**src/rtl/mlp231_pkg.sv**
```systemverilog
// Shared types, reset values and the sigmoid table for the 2-3-1 perceptron.
// No dependencies; the lane, merge and top modules refer to it by scoped names.
`timescale 1ns / 1ps

package mlp231_pkg;

  localparam int SigEntries    = 256;
  localparam int HiddenNeurons = 3;
  localparam int SigIdxW       = $clog2(SigEntries);

  // Packed configuration registers carry at most three 16-bit lanes
  localparam int CfgLanes = 3;
  localparam int CfgW     = 16 * CfgLanes;

  localparam int DistW  = 12;
  localparam int WordW  = 16;
  localparam int ProdW  = WordW + DistW;   // weight times distance
  localparam int ZW     = ProdW + 2;       // bias plus two products
  localparam int HidFrac = 8;
  localparam int OutFrac = 24;
  localparam int HidOffW = HidFrac + 4;    // [-8,8) spans 16 units
  localparam int OutOffW = OutFrac + 4;
  localparam int HidIdxProdW = HidOffW + $clog2(SigEntries + 1);
  localparam int OutIdxProdW = OutOffW + $clog2(SigEntries + 1);
  localparam int OutProdW = WordW + WordW + 1;  // signed weight times unsigned activation
  localparam int AccW     = OutProdW + $clog2(HiddenNeurons + 1);

  localparam logic [CfgW-1:0]  HwFirstRst  = 48'h0000_0000_0000;
  localparam logic [CfgW-1:0]  HwSecondRst = 48'hF600_F600_F600;
  localparam logic [CfgW-1:0]  HbRst       = 48'h0500_0500_0500;
  localparam logic [CfgW-1:0]  OwRst       = 48'h0100_0100_0100;
  localparam logic [WordW-1:0] ObRst       = 16'hFE80;

  typedef enum logic [2:0] {
    CFG_HW_FIRST  = 3'd0,
    CFG_HW_SECOND = 3'd1,
    CFG_HB        = 3'd2,
    CFG_OW        = 3'd3,
    CFG_OB        = 3'd4
  } cfg_reg_e;

  typedef struct packed {
    logic mul_en;  // load the product registers
    logic sig_en;  // load the activation register
  } stage_ctrl_t;

  typedef logic [WordW-1:0] sig_rom_t [SigEntries];

  // Shift-subtract quotient, used only while the table is built at elaboration
  function automatic longint unsigned udiv64(longint unsigned num, longint unsigned den);
    longint unsigned quo;
    longint unsigned rem;
    quo = '0;
    rem = '0;
    for (int bit_i = 63; bit_i >= 0; bit_i--) begin
      rem = {rem[62:0], num[bit_i]};
      if (rem >= den) begin
        rem        = rem - den;
        quo[bit_i] = 1'b1;
      end
    end
    return quo;
  endfunction

  // Sigmoid samples at -8 + 16*i/N, built from a Q31 power series of e^(-8/N)
  function automatic sig_rom_t build_sig_rom();
    sig_rom_t          rom;
    longint unsigned   h;
    longint unsigned   term;
    longint unsigned   c;
    longint unsigned   p;
    longint unsigned   d;
    longint unsigned   q;
    longint unsigned   one;
    int                hi;
    int                lo;
    one  = 64'd1 << 31;
    h    = (64'd8 << 31) / SigEntries;
    term = one;
    c    = one;
    p    = one;
    for (int i = 0; i < SigEntries; i++) rom[i] = '0;
    for (int k = 1; k <= 10; k++) begin
      term = udiv64((term * h) >> 31, 64'(k));
      if ((k % 2) == 1) c = c - term;
      else c = c + term;
    end
    for (int m = 0; m <= SigEntries; m++) begin
      if (((SigEntries + m) % 2) == 0) begin
        d  = one + p;
        hi = (SigEntries + m) / 2;
        lo = (SigEntries - m) / 2;
        if (hi < SigEntries) begin
          q = udiv64((64'd1 << 47) + (d >> 1), d);
          rom[hi] = (q > 64'd65535) ? 16'hFFFF : q[15:0];
        end
        if (m > 0) begin
          q = udiv64((p << 16) + (d >> 1), d);
          rom[lo] = (q > 64'd65535) ? 16'hFFFF : q[15:0];
        end
      end
      p = (p * c + (64'd1 << 30)) >> 31;
    end
    return rom;
  endfunction

  localparam sig_rom_t SigRom = build_sig_rom();

endpackage

```
**src/rtl/mlp231_lane.sv**
```systemverilog
// One hidden neuron: two weighted inputs plus bias, then sigmoid table lookup.
// Depends on mlp231_pkg for widths, control struct and the sigmoid table.
`timescale 1ns / 1ps

module mlp231_lane (
  input  logic                                  clk_i,
  input  logic signed [mlp231_pkg::DistW-1:0]   dx_i,
  input  logic signed [mlp231_pkg::DistW-1:0]   dy_i,
  input  logic signed [mlp231_pkg::WordW-1:0]   w1_i,
  input  logic signed [mlp231_pkg::WordW-1:0]   w2_i,
  input  logic signed [mlp231_pkg::WordW-1:0]   bias_i,
  input  mlp231_pkg::stage_ctrl_t               ctrl_i,
  output logic        [mlp231_pkg::WordW-1:0]   act_o
);

  logic signed [mlp231_pkg::ProdW-1:0]       p1_q, p2_q;
  logic signed [mlp231_pkg::ZW-1:0]          z;
  logic        [mlp231_pkg::HidOffW-1:0]     off;
  logic        [mlp231_pkg::HidIdxProdW-1:0] idx_prod;
  logic        [mlp231_pkg::SigIdxW-1:0]     idx;
  logic        [mlp231_pkg::WordW-1:0]       act_d, act_q;

  localparam logic signed [mlp231_pkg::ZW-1:0] Lim =
    mlp231_pkg::ZW'(longint'(8) << mlp231_pkg::HidFrac);

  always_ff @(posedge clk_i) begin
    if (ctrl_i.mul_en) begin
      p1_q <= mlp231_pkg::ProdW'(w1_i) * mlp231_pkg::ProdW'(dx_i);
      p2_q <= mlp231_pkg::ProdW'(w2_i) * mlp231_pkg::ProdW'(dy_i);
    end
  end

  always_comb begin
    z        = mlp231_pkg::ZW'(bias_i) + mlp231_pkg::ZW'(p1_q) + mlp231_pkg::ZW'(p2_q);
    off      = mlp231_pkg::HidOffW'(z + Lim);
    idx_prod = mlp231_pkg::HidIdxProdW'(off) * mlp231_pkg::HidIdxProdW'(mlp231_pkg::SigEntries);
    idx      = mlp231_pkg::SigIdxW'(idx_prod >> mlp231_pkg::HidOffW);
    if (z < -Lim) begin
      act_d = '0;
    end else if (z >= Lim) begin
      act_d = '1;
    end else begin
      act_d = mlp231_pkg::SigRom[idx];
    end
  end

  always_ff @(posedge clk_i) begin
    if (ctrl_i.sig_en) begin
      act_q <= act_d;
    end
  end

  assign act_o = act_q;

endmodule

```
**config.mk**
```make
export PLATFORM = sky130hd
export DESIGN_NAME = mlp231_lane
export DESIGN_NICKNAME = d
export VERILOG_FILES = /design/src/rtl/mlp231_pkg.sv /design/src/rtl/mlp231_lane.sv
export SDC_FILE = /design/constraint.sdc
export NUM_CORES = 1
export LEC_CHECK = 0
export BUFFER_PORTS_ARGS = -buffer_cell sky130_fd_sc_hd__clkbuf_2
export CAP_MARGIN = 5
export CORE_ASPECT_RATIO = 2
export CORE_MARGIN = 10
export CORE_UTILIZATION = 46
export CTS_CLUSTER_DIAMETER = 30
export DETAILED_ROUTE_END_ITERATION = 7
export PLACE_DENSITY = 0.71
export RECOVER_POWER = 100
export SYNTH_ARGS = -nofsm -noshare
export SYNTH_HDL_FRONTEND = slang
export SYNTH_SLANG_ARGS = --single-unit
```
**constraint.sdc**
```tcl
create_clock -name clk_i -period 6.4 [get_ports clk_i]
set_input_delay 1.28 -clock clk_i [delete_from_list [all_inputs] [get_ports clk_i]]
set_output_delay 1.28 -clock clk_i [all_outputs]
set_load 0.02 [all_outputs]
```
# ---- Word-level counts from Yosys, hierarchy flattened
# Memory sizes are Yosys's and may differ from the RTL's.
# Cells that the tools add are included.
dict set report totals {
  mem_count 1
  register_bits 72
  rom_bits 4096
  out_inout_bits 16
  wordCells 16
}
# memory words word_bits read_ports rd_ports_with_merged_regs write_ports line_no
set memory_table {}
lappend memory_table {{(name not given)} 256 16 1 0 0 mlp231_lane.sv:43} ;# act_d = mlp231_pkg::SigRom[idx];
dict set report classes {
  n_lt_le_gt_ge 3
  multipliers 2
  add_sub_neg 3
  n_mux 3
  n_bitwise 1
}
# cell count
set op_table {}
lappend op_table {{multiplier 16 x 12 -> 28 bit} 2}
lappend op_table {{two-way mux 16 bit} 3}
lappend op_table {{adder 29 x 28 -> 30 bit} 1}
lappend op_table {{>= comparator 30 x 13 -> 1 bit, second input constant} 1}
lappend op_table {{less-than comparator 30 x 12 -> 1 bit, second input constant} 1}
lappend op_table {{adder 16 x 28 -> 29 bit} 1}
lappend op_table {{adder 12 bit, second input constant} 1}
lappend op_table {{>= comparator 9 bit, second input constant} 1}
lappend op_table {{inverter 8 -> 9 bit} 1}

# ---- Depth between registers and ports, before layout
# Gate-level depths: netlist of the first run.
dict set report logic_depth {
  word_depth 8
  mapped_depth 24
  depth_no_buf 23
}

# ---- Least setup slack after synthesis of the first run
# OpenSTA, ideal clock, no wires.
dict set report synth_timing {
  path_type {input to register}
  startpoint {input dy_i[3] (netlist name)}
  endpoint {register p2_q[27] (netlist name) (data pin)}
  t_arrival_ns 6.649
  setup_slack_ns -0.508
  setup_ns 0.259
  cell_stages 20
  n_path_buf 1
  required_time_ns 6.141
  cell_sequence {clkbuf_1 -> nand2_1 -> fa_1 -> inv_1 -> fa_1 -> inv_1 -> fa_1 -> fa_1 -> fa_1 -> inv_1 -> ha_1 -> a211o_1 -> a31oi_1 -> o311ai_0 -> o41ai_1 -> o21ai_0 -> o41ai_1 -> o2111a_1 -> a21oi_1 -> xnor2_1}
}
dict set report synth_between {
  elab_chain_cells 1
}
# element line_no
set synth_rtl {}
lappend synth_rtl {{from (decl)} mlp231_lane.sv:8} ;# input logic signed [mlp231_pkg::DistW-1:0] dy_i,
lappend synth_rtl {{multiplier 16 x 12 -> 28 bit} mlp231_lane.sv:29} ;# p2_q <= mlp231_pkg::ProdW'(w2_i) * mlp231_pkg::ProdW'(dy_i);
lappend synth_rtl {{to (signal assigned)} mlp231_lane.sv:29}
lappend synth_rtl {{to (decl)} mlp231_lane.sv:16} ;# logic signed [mlp231_pkg::ProdW-1:0] p1_q, p2_q;
# No other way between the ends.
# A chain may end at the register's enable or synchronous reset.

# ---- Final worst setup path of the first run
dict set report layout_timing {
  startpoint {input w2_i[5] (netlist name)}
  endpoint {register p2_q[27] (netlist name) (data pin)}
}
dict set report layout_between {
  elab_chain_cells 1
}
# element line_no
set layout_rtl {}
lappend layout_rtl {{from (decl)} mlp231_lane.sv:10} ;# input logic signed [mlp231_pkg::WordW-1:0] w2_i,
lappend layout_rtl {{multiplier 16 x 12 -> 28 bit} mlp231_lane.sv:29}
# No other way between the ends.

==> results of run 1 <==
## final timing paths
| path | from | end | slack (ns) |
|---|---|---|---|
| setup / recovery | w2_i[5] | p2_q[27] | 0.11 |
| hold reg to reg | p2_q[27] | act_o[15] | 1.28 |
| setup reg to reg | p1_q[1] | act_o[1] | 0.89 |
| hold / removal | p2_q[27] | act_o[15] | 1.28 |
## repair_timing
item | CTS | global route
setup endpoints to repair | 3 | 11
gates resized for setup | 1 | 55
pin swaps | 2 | 19
setup buffers | 0 | 3
## state kept, by name, summed over array words and instances, names as in the netlist
register	flops
p2_q	28
p1_q	28
act_o	16
## placed cells by master (no fill, tap or decap), types with 28 or more instances in the layout
cell / netlist / final
nor3_1: 45 / 44
a211oi_1: 28 / 28
nand3_1: 61 / 61
o21ai_0: 97 / 91
a21oi_1: 107 / 103
buf_4: 4 / 359
nor2_1: 118 / 117
edfxtp_1: 72 / 72
o211ai_1: 29 / 29
fa_1: 385 / 385
nand2_1: 329 / 327
ha_1: 164 / 162
inv_1: 475 / 472
a31oi_1: 36 / 34
clkbuf_2: 0 / 62
and2_1: 127 / 123
xnor2_1: 69 / 62
## through the flow
step	instance area [um^2]	hold WS, ns	worst slack, ns	instances	util [%]
finish	26300	1.28	0.114	3561	55.4
global route	26300	1.36	-0.0742	3561	55.4
CTS	26100	1.30	0.0141	3557	54.9
detailed placement	25800	1.30	-0.392	3541	54.3
global placement	25800	1.28	-0.322	3541	54.3
floorplan	22200	0.991	-0.0143	2591	-
## cell families after synthesis
group,count (synthesis),share of synthesized area [%]
and+or+nand+nor,755,16.0
buffers and inverters,625,11.0
adders and majority gates,549,44.2
AOI/OAI and AO/OA,507,15.7
xor gates and xnor gates,82,3.29
DFF,72,9.79
muxes,1,0.102
## final cells by class
cell class,count,area (um^2)
fill,4476,21200
multi-input combinational,1894,17800
timing repair buffer,469,3410
sequential,72,2160
inverter,478,1790
tap,632,791
clock buffer,9,225
clock inverter,7,78.8
## layer usage
layer,routed length (um),track usage (%),part of all wire (%),vias to the layer above
met2,51200,61.7,54,823
met5,13,0,0.014,-
met3,4310,4.61,4.6,388
met1,27300,28.4,29,10406
li1,-,-,-,9100
met4,11300,32.2,12,2
## worst reg2reg max path, stage by stage, from the launching register on
cell	delay, ns
edfxtp_1	0.45
inv_1	0.09
fa_1	0.51
inv_1	0.04
ha_1	0.20
buf_4	0.14
a211o_1	0.37
a21oi_1	0.50
clkinv_1	0.44
buf_4	0.27
ha_1	0.27
nor3_1	0.33
nor2_1	0.09
mux4_2	0.47
nor2_1	0.11
a211oi_1	0.06
buf_4	0.21
a311oi_1	0.35
buf_4	0.18
a311o_1	0.12
a21oi_2	0.07
==> summary.txt, run 1 <==
Run status
  – Status: finished with violations
  – Failing checks: max-capacitance violations, max-slew violations

GRT
  – Largest net degree at the start of global routing: 57
  – Initial antenna violation count: 1
  – GRT overflow: 0
  – GR Util All Layers: between 30 and 40%
  – Vias in the first global route: approximately 23000
  – First-pass GRT wire length: around 140000 um

Synth
  – Mapped Nets: approximately 3200
  – Synth unique cells: 90
  – Area contributors post-synth: fa_1, edfxtp_1, ha_1
  – Synth top cells by count: inv_1, fa_1, nand2_1, ha_1, and2_1
  – Post-synth EDFFs: between 70 and 80
  – Ys flop type: edfxtp_1
  – Synth top area share: between 30% and 40%
  – Post-synth top area cell: fa_1
  – Synth Cell Area: about 22000 um^2
  – Gate count after technology mapping: 2591
  – FFs w/ async S/R, synth: 0%
  – Most frequent cell after synthesis: inv_1
  – Average instance area after synthesis: around 8.5 um^2
  – Sequential cell area fraction in the yosys report: under 10%
  – Register bit total from synthesis: 72
  – Yosys warnings: 0

Setup path
  – Critical path cell sequence: buf_8 -> and2_1 -> fa_1 -> inv_1 -> fa_1 -> inv_1 -> fa_1 -> fa_1 -> inv_1 -> fa_1 -> inv_1 -> ha_2 -> buf_4 -> o21ai_0 -> o311ai_4 -> o41ai_4 -> o21ai_2 -> o41ai_4 -> o2111a_2 -> a21oi_2 -> xnor2_1
  – Top delay family on crit path: adder cells
  – Crit-path most repeated cell: fa_1
  – Crit. path cell count: 21
  – CP max stage delay: 0.57 ns
  – Top fanout value on the critical path: 2
  – CP required: ~6.5 ns
  – CP Buf/Inv Count: 6
  – WP data arrival: 6.39 ns
  – Slowest stage cell on the critical path: fa_1
  – Critical path class: in -> reg
  – Critical Path End Type: flop
  – Worst r2r path cells: 20
  – Type of origin of the critical path: input port

Cells and area
  – Syn-to-layout area delta: 19.1%
  – Number of diodes: 0
  – Nets: about 3500
  – Ratio of cells with drive above 1 in the final layout: a little under a fifth

Flow run
  – Max-capacitance violation count: 2

Detailed routing
  – 1st-iter DRT viols: approximately 1400
  – Vias: roughly 21000
  – DR pass1 iterations: 6
  – WL per Instance: about 26 um
  – Vias per cell: around 5.8
  – Total length of routed wires: between 90000 and 100000 um
  – Residual DRC: 0
  – Detail Route Antenna Nets: 0

Worst hold path
  – Depth of the worst hold-timing path: 5
  – Hold WC Path Type: reg -> reg

STA
  – Setup Viol. Count Final: 0
  – Tmin final: ~6.3 ns
  – Fin. max-slew vios: 58
  – Fin. Hold Viols: 0
  – Slew @ Worst Pin: around 3.1 ns
  – Max_slew headroom: -108%
  – TNS Setup: 0 ns
  – RSZ-0062 raised after global routing: true
  – Achievable frequency: 159 MHz
  – Clock Skew: 0.00959 ns
  – Final Cycle Share: about 100%

Clocking
  – CTS tree: built
  – H-tree Lvls: 3
  – Clock-pin slew on the worst setup and hold paths: 0.06 ns
  – Clock buffer depth: 2
  – Cts bufs inserted: 9
  – Clock Latency Late Sink: about 0.36 ns
  – Clock Tree Root: clkbuf_16
  – Hold-fix buffers, CTS: 0
  – CTS Sinks: 72

Placement
  – RD Place Congestion: roughly 1.1
  – PortBufs: 90
  – Dpl hpwl: between 70000 and 80000 um

Die
  – Initial core utilization: between 40% and 50%
  – I/O pins: between 90 and 100
  – Die X: between 150 and 200 um
  – Die Y: 330 um
  – # rows: roughly 110
  – Core ar.: between 40000 and 50000 um^2
  – Die area: between 50000 and 60000 um^2
Power of run 1 is left out: the tool's default activity adds up to more than one toggle a clock period on the data nets, which glitch-free logic cannot reach.
==> inputs of run 2 (changes only) <==
Settings changed: CAP_MARGIN 5 to not set, CORE_UTILIZATION 46 to 41, PLACE_DENSITY 0.71 to 0.65.
==> run 2 against run 1 <==
The flow still finishes with violations (max-capacitance violations, max-slew violations). Global-route usage shrank 4.1 points. Fmax up 0.51%. Routed wire length fell by 3.6%. Hold slack got worse by 0.031 ns. Critical path type unchanged.
==> summary.txt, run 2 (synthesis gave the netlist of run 1 again) <==
Setup path
  – Type of origin of the critical path: input port (unchanged)
  – Top fanout value on the critical path: 2 (unchanged)
  – Critical path class: in -> reg (unchanged)
  – CP required: 6.51 ns (about the same)
  – Register-to-register setup slack: 0.68 ns (was 0.89 ns)
  – Critical Path End Type: flop (unchanged)
  – WP data arrival: 6.36 ns (was 6.39 ns)

Die
  – I/O pins: 91 (unchanged)
  – Die X: 184 um (was 175 um)
  – Initial core utilization: 41.3% (was 46.5%)
  – Core ar.: 53500 um^2 (was 47500 um^2)
  – Die Y: 348 um (was 330 um)
  – Die area: 64100 um^2 (was 57700 um^2)
  – # rows: 120 (was 113)

Cells and area
  – Nets: 3514 (was 3548)
  – Fin area: 26100 um^2 (was 26300 um^2)
  – Leading cell type in the layout, fill and taps excluded: inv_1 (unchanged)
  – Final Non-Filler Cells: 3567 (was 3561)
  – Most frequent cells in the layout: inv_1, fa_1, nand2_1, buf_4, ha_1 (was inv_1, fa_1, buf_4, nand2_1, ha_1)
  – Ratio of cells with drive above 1 in the final layout: 17.8% (was 18.7%)
  – Syn-to-layout area delta: 18.1% (was 19.1%)
  – # fillers: 5206 (was 4476)

Flow run
  – Max-capacitance violation count: 1 (was 2)

Clocking
  – Clock buffer depth: 2 (unchanged)
  – H-tree Lvls: 3 (unchanged)
  – Clock Latency Late Sink: 0.36 ns (about the same)
  – Cts bufs inserted: 9 (unchanged)
  – CTS tree: built (unchanged)
  – Clock-pin slew on the worst setup and hold paths: 0.05 ns (was 0.06 ns)
  – CTS Sinks: 72 (unchanged)
  – Clock Tree Root: clkbuf_16 (unchanged)

Detailed routing
  – 1st-iter DRT viols: 1205 (was 1402)
  – Total length of routed wires: 90800 um (was 94100 um)
  – DR pass1 iterations: 8 (was 6)
  – Vias: 20506 (was 20719)
  – Detail Route Antenna Nets: 0 (unchanged)
  – Residual DRC: 0 (unchanged)
  – Vias per cell: 5.75 (was 5.82)
  – WL per Instance: 25.4 um (was 26.4 um)

GRT
  – GRT overflow: 0 (unchanged)
  – GR Util All Layers: 28.6% (was 32.7%)
  – First-pass GRT wire length: 135000 um (was 139000 um)
  – Vias in the first global route: 22448 (was 22824)
  – Largest net degree at the start of global routing: 83 (was 57)
  – Initial antenna violation count: 6 (was 1)

Run status
  – Failing checks: max-capacitance violations, max-slew violations (unchanged)
  – Status: finished with violations (unchanged)

STA
  – Tmin final: 6.25 ns (was 6.29 ns)
  – Max_slew headroom: -106% (was -108%)
  – Fin. Hold Viols: 0 (unchanged)
  – Fin. max-slew vios: 57 (was 58)
  – Setup Viol. Count Final: 0 (unchanged)
  – Setup WS post-layout: 0.146 ns (was 0.114 ns)
  – Achievable frequency: 160 MHz (was 159 MHz)
  – TNS Setup: 0 ns (unchanged)
  – Clock Skew: 0.00542 ns (was 0.00959 ns)
  – RSZ-0062 raised after global routing: true (unchanged)
  – Slew @ Worst Pin: 3.09 ns (was 3.12 ns)
  – Final Cycle Share: 97.7% (was 98.2%)

Placement
  – PortBufs: 90 (unchanged)
  – Worst slack, placed: -0.424 ns (was -0.392 ns)
  – Area of placed instances: 25600 um^2 (was 25800 um^2)
  – Placed Cells: 3546 (was 3541)
  – RD Place Congestion: 1.08 (about the same)
  – Dpl hpwl: 74000 um (was 77800 um)

Worst hold path
  – Hold WC Path Type: reg -> reg (unchanged)
-- run 2: cell types whose count changed in the layout (fill, tap and decap cells not counted), moves of 3 or more --
cell / previous run / this run
o311ai_0: 11 / 14
buf_12: 9 / 12
o311ai_1: 7 / 4
buf_4: 359 / 323
-- run 2: worst paths after layout --
| path | start | to | depth (start not counted) |
|---|---|---|---|
| worst min-delay path | p2_q[27] | act_o[15] | 4 |
| worst min register to register | p2_q[27] | act_o[15] | 4 |
| worst max register to register | p1_q[1] | act_o[9] | 18 |
| worst max-delay path | w2_i[3] | p2_q[26] | 23 |
-- run 2: critical path: stages --
cell and delay (ns):
clkbuf_2 0.12, and2_4 0.17, fa_1 0.51, inv_1 0.06, fa_1 0.52, inv_2 0.05, fa_1 0.49, fa_1 0.53
inv_1 0.05, fa_1 0.47, inv_1 0.04, ha_2 0.17, a211o_1 0.30, nor2_1 0.14, o21ai_2 0.09, a41oi_2 0.22
o2111a_2 0.26, o31ai_4 0.08, nor4_2 0.34, nor3_2 0.08, a21o_1 0.18, a21oi_2 0.13, xnor2_1 0.08
-- run 2: through the flow --
| stage | hold slack (ns) | utilization [%] |
|---|---|---|
| 2_1_floorplan | 0.991 | - |
| 3_3_place_gp | 1.23 | 47.9 |
| 5_1_grt | 1.30 | 48.8 |
| 6_report | 1.25 | 48.8 |
| 4_1_cts | 1.24 | 48.5 |
| 3_5_place_dp | 1.21 | 47.9 |
-- run 2: metal layers --
| metal | vias to the layer above | GRT usage, % | share of wire (%) |
|---|---|---|---|
| li1 | 9022 | - | - |
| met1 | 10234 | 24.0 | 29 |
| met2 | 825 | 52.5 | 54 |
| met3 | 417 | 6.18 | 5.4 |
| met4 | 8 | 29.1 | 12 |
| met5 | - | 0 | 0.067 |
-- run 2: final cells by class --
type | count | area [um^2] | share of cell area [%]
well taps | 671 | 840 | 3.22
inverters | 478 | 1790 | 6.88
clock buffers | 9 | 225 | 0.863
clock inverters | 6 | 85.1 | 0.326
diodes | 2 | 5.00 | 0.0192
multi-input cells | 1894 | 17800 | 68.2
repair buffers | 435 | 3190 | 12.2
flip-flops and latches | 72 | 2160 | 8.29
-- run 2: timing repair --
item | in CTS | in global routing
pin swaps | 0 | 26
setup endpoints to repair | 2 | 10
buffers inserted | 0 | 4
resized for setup | 1 | 49
hold buffers | 0 | 0
Power of run 2 is left out for the same reason.
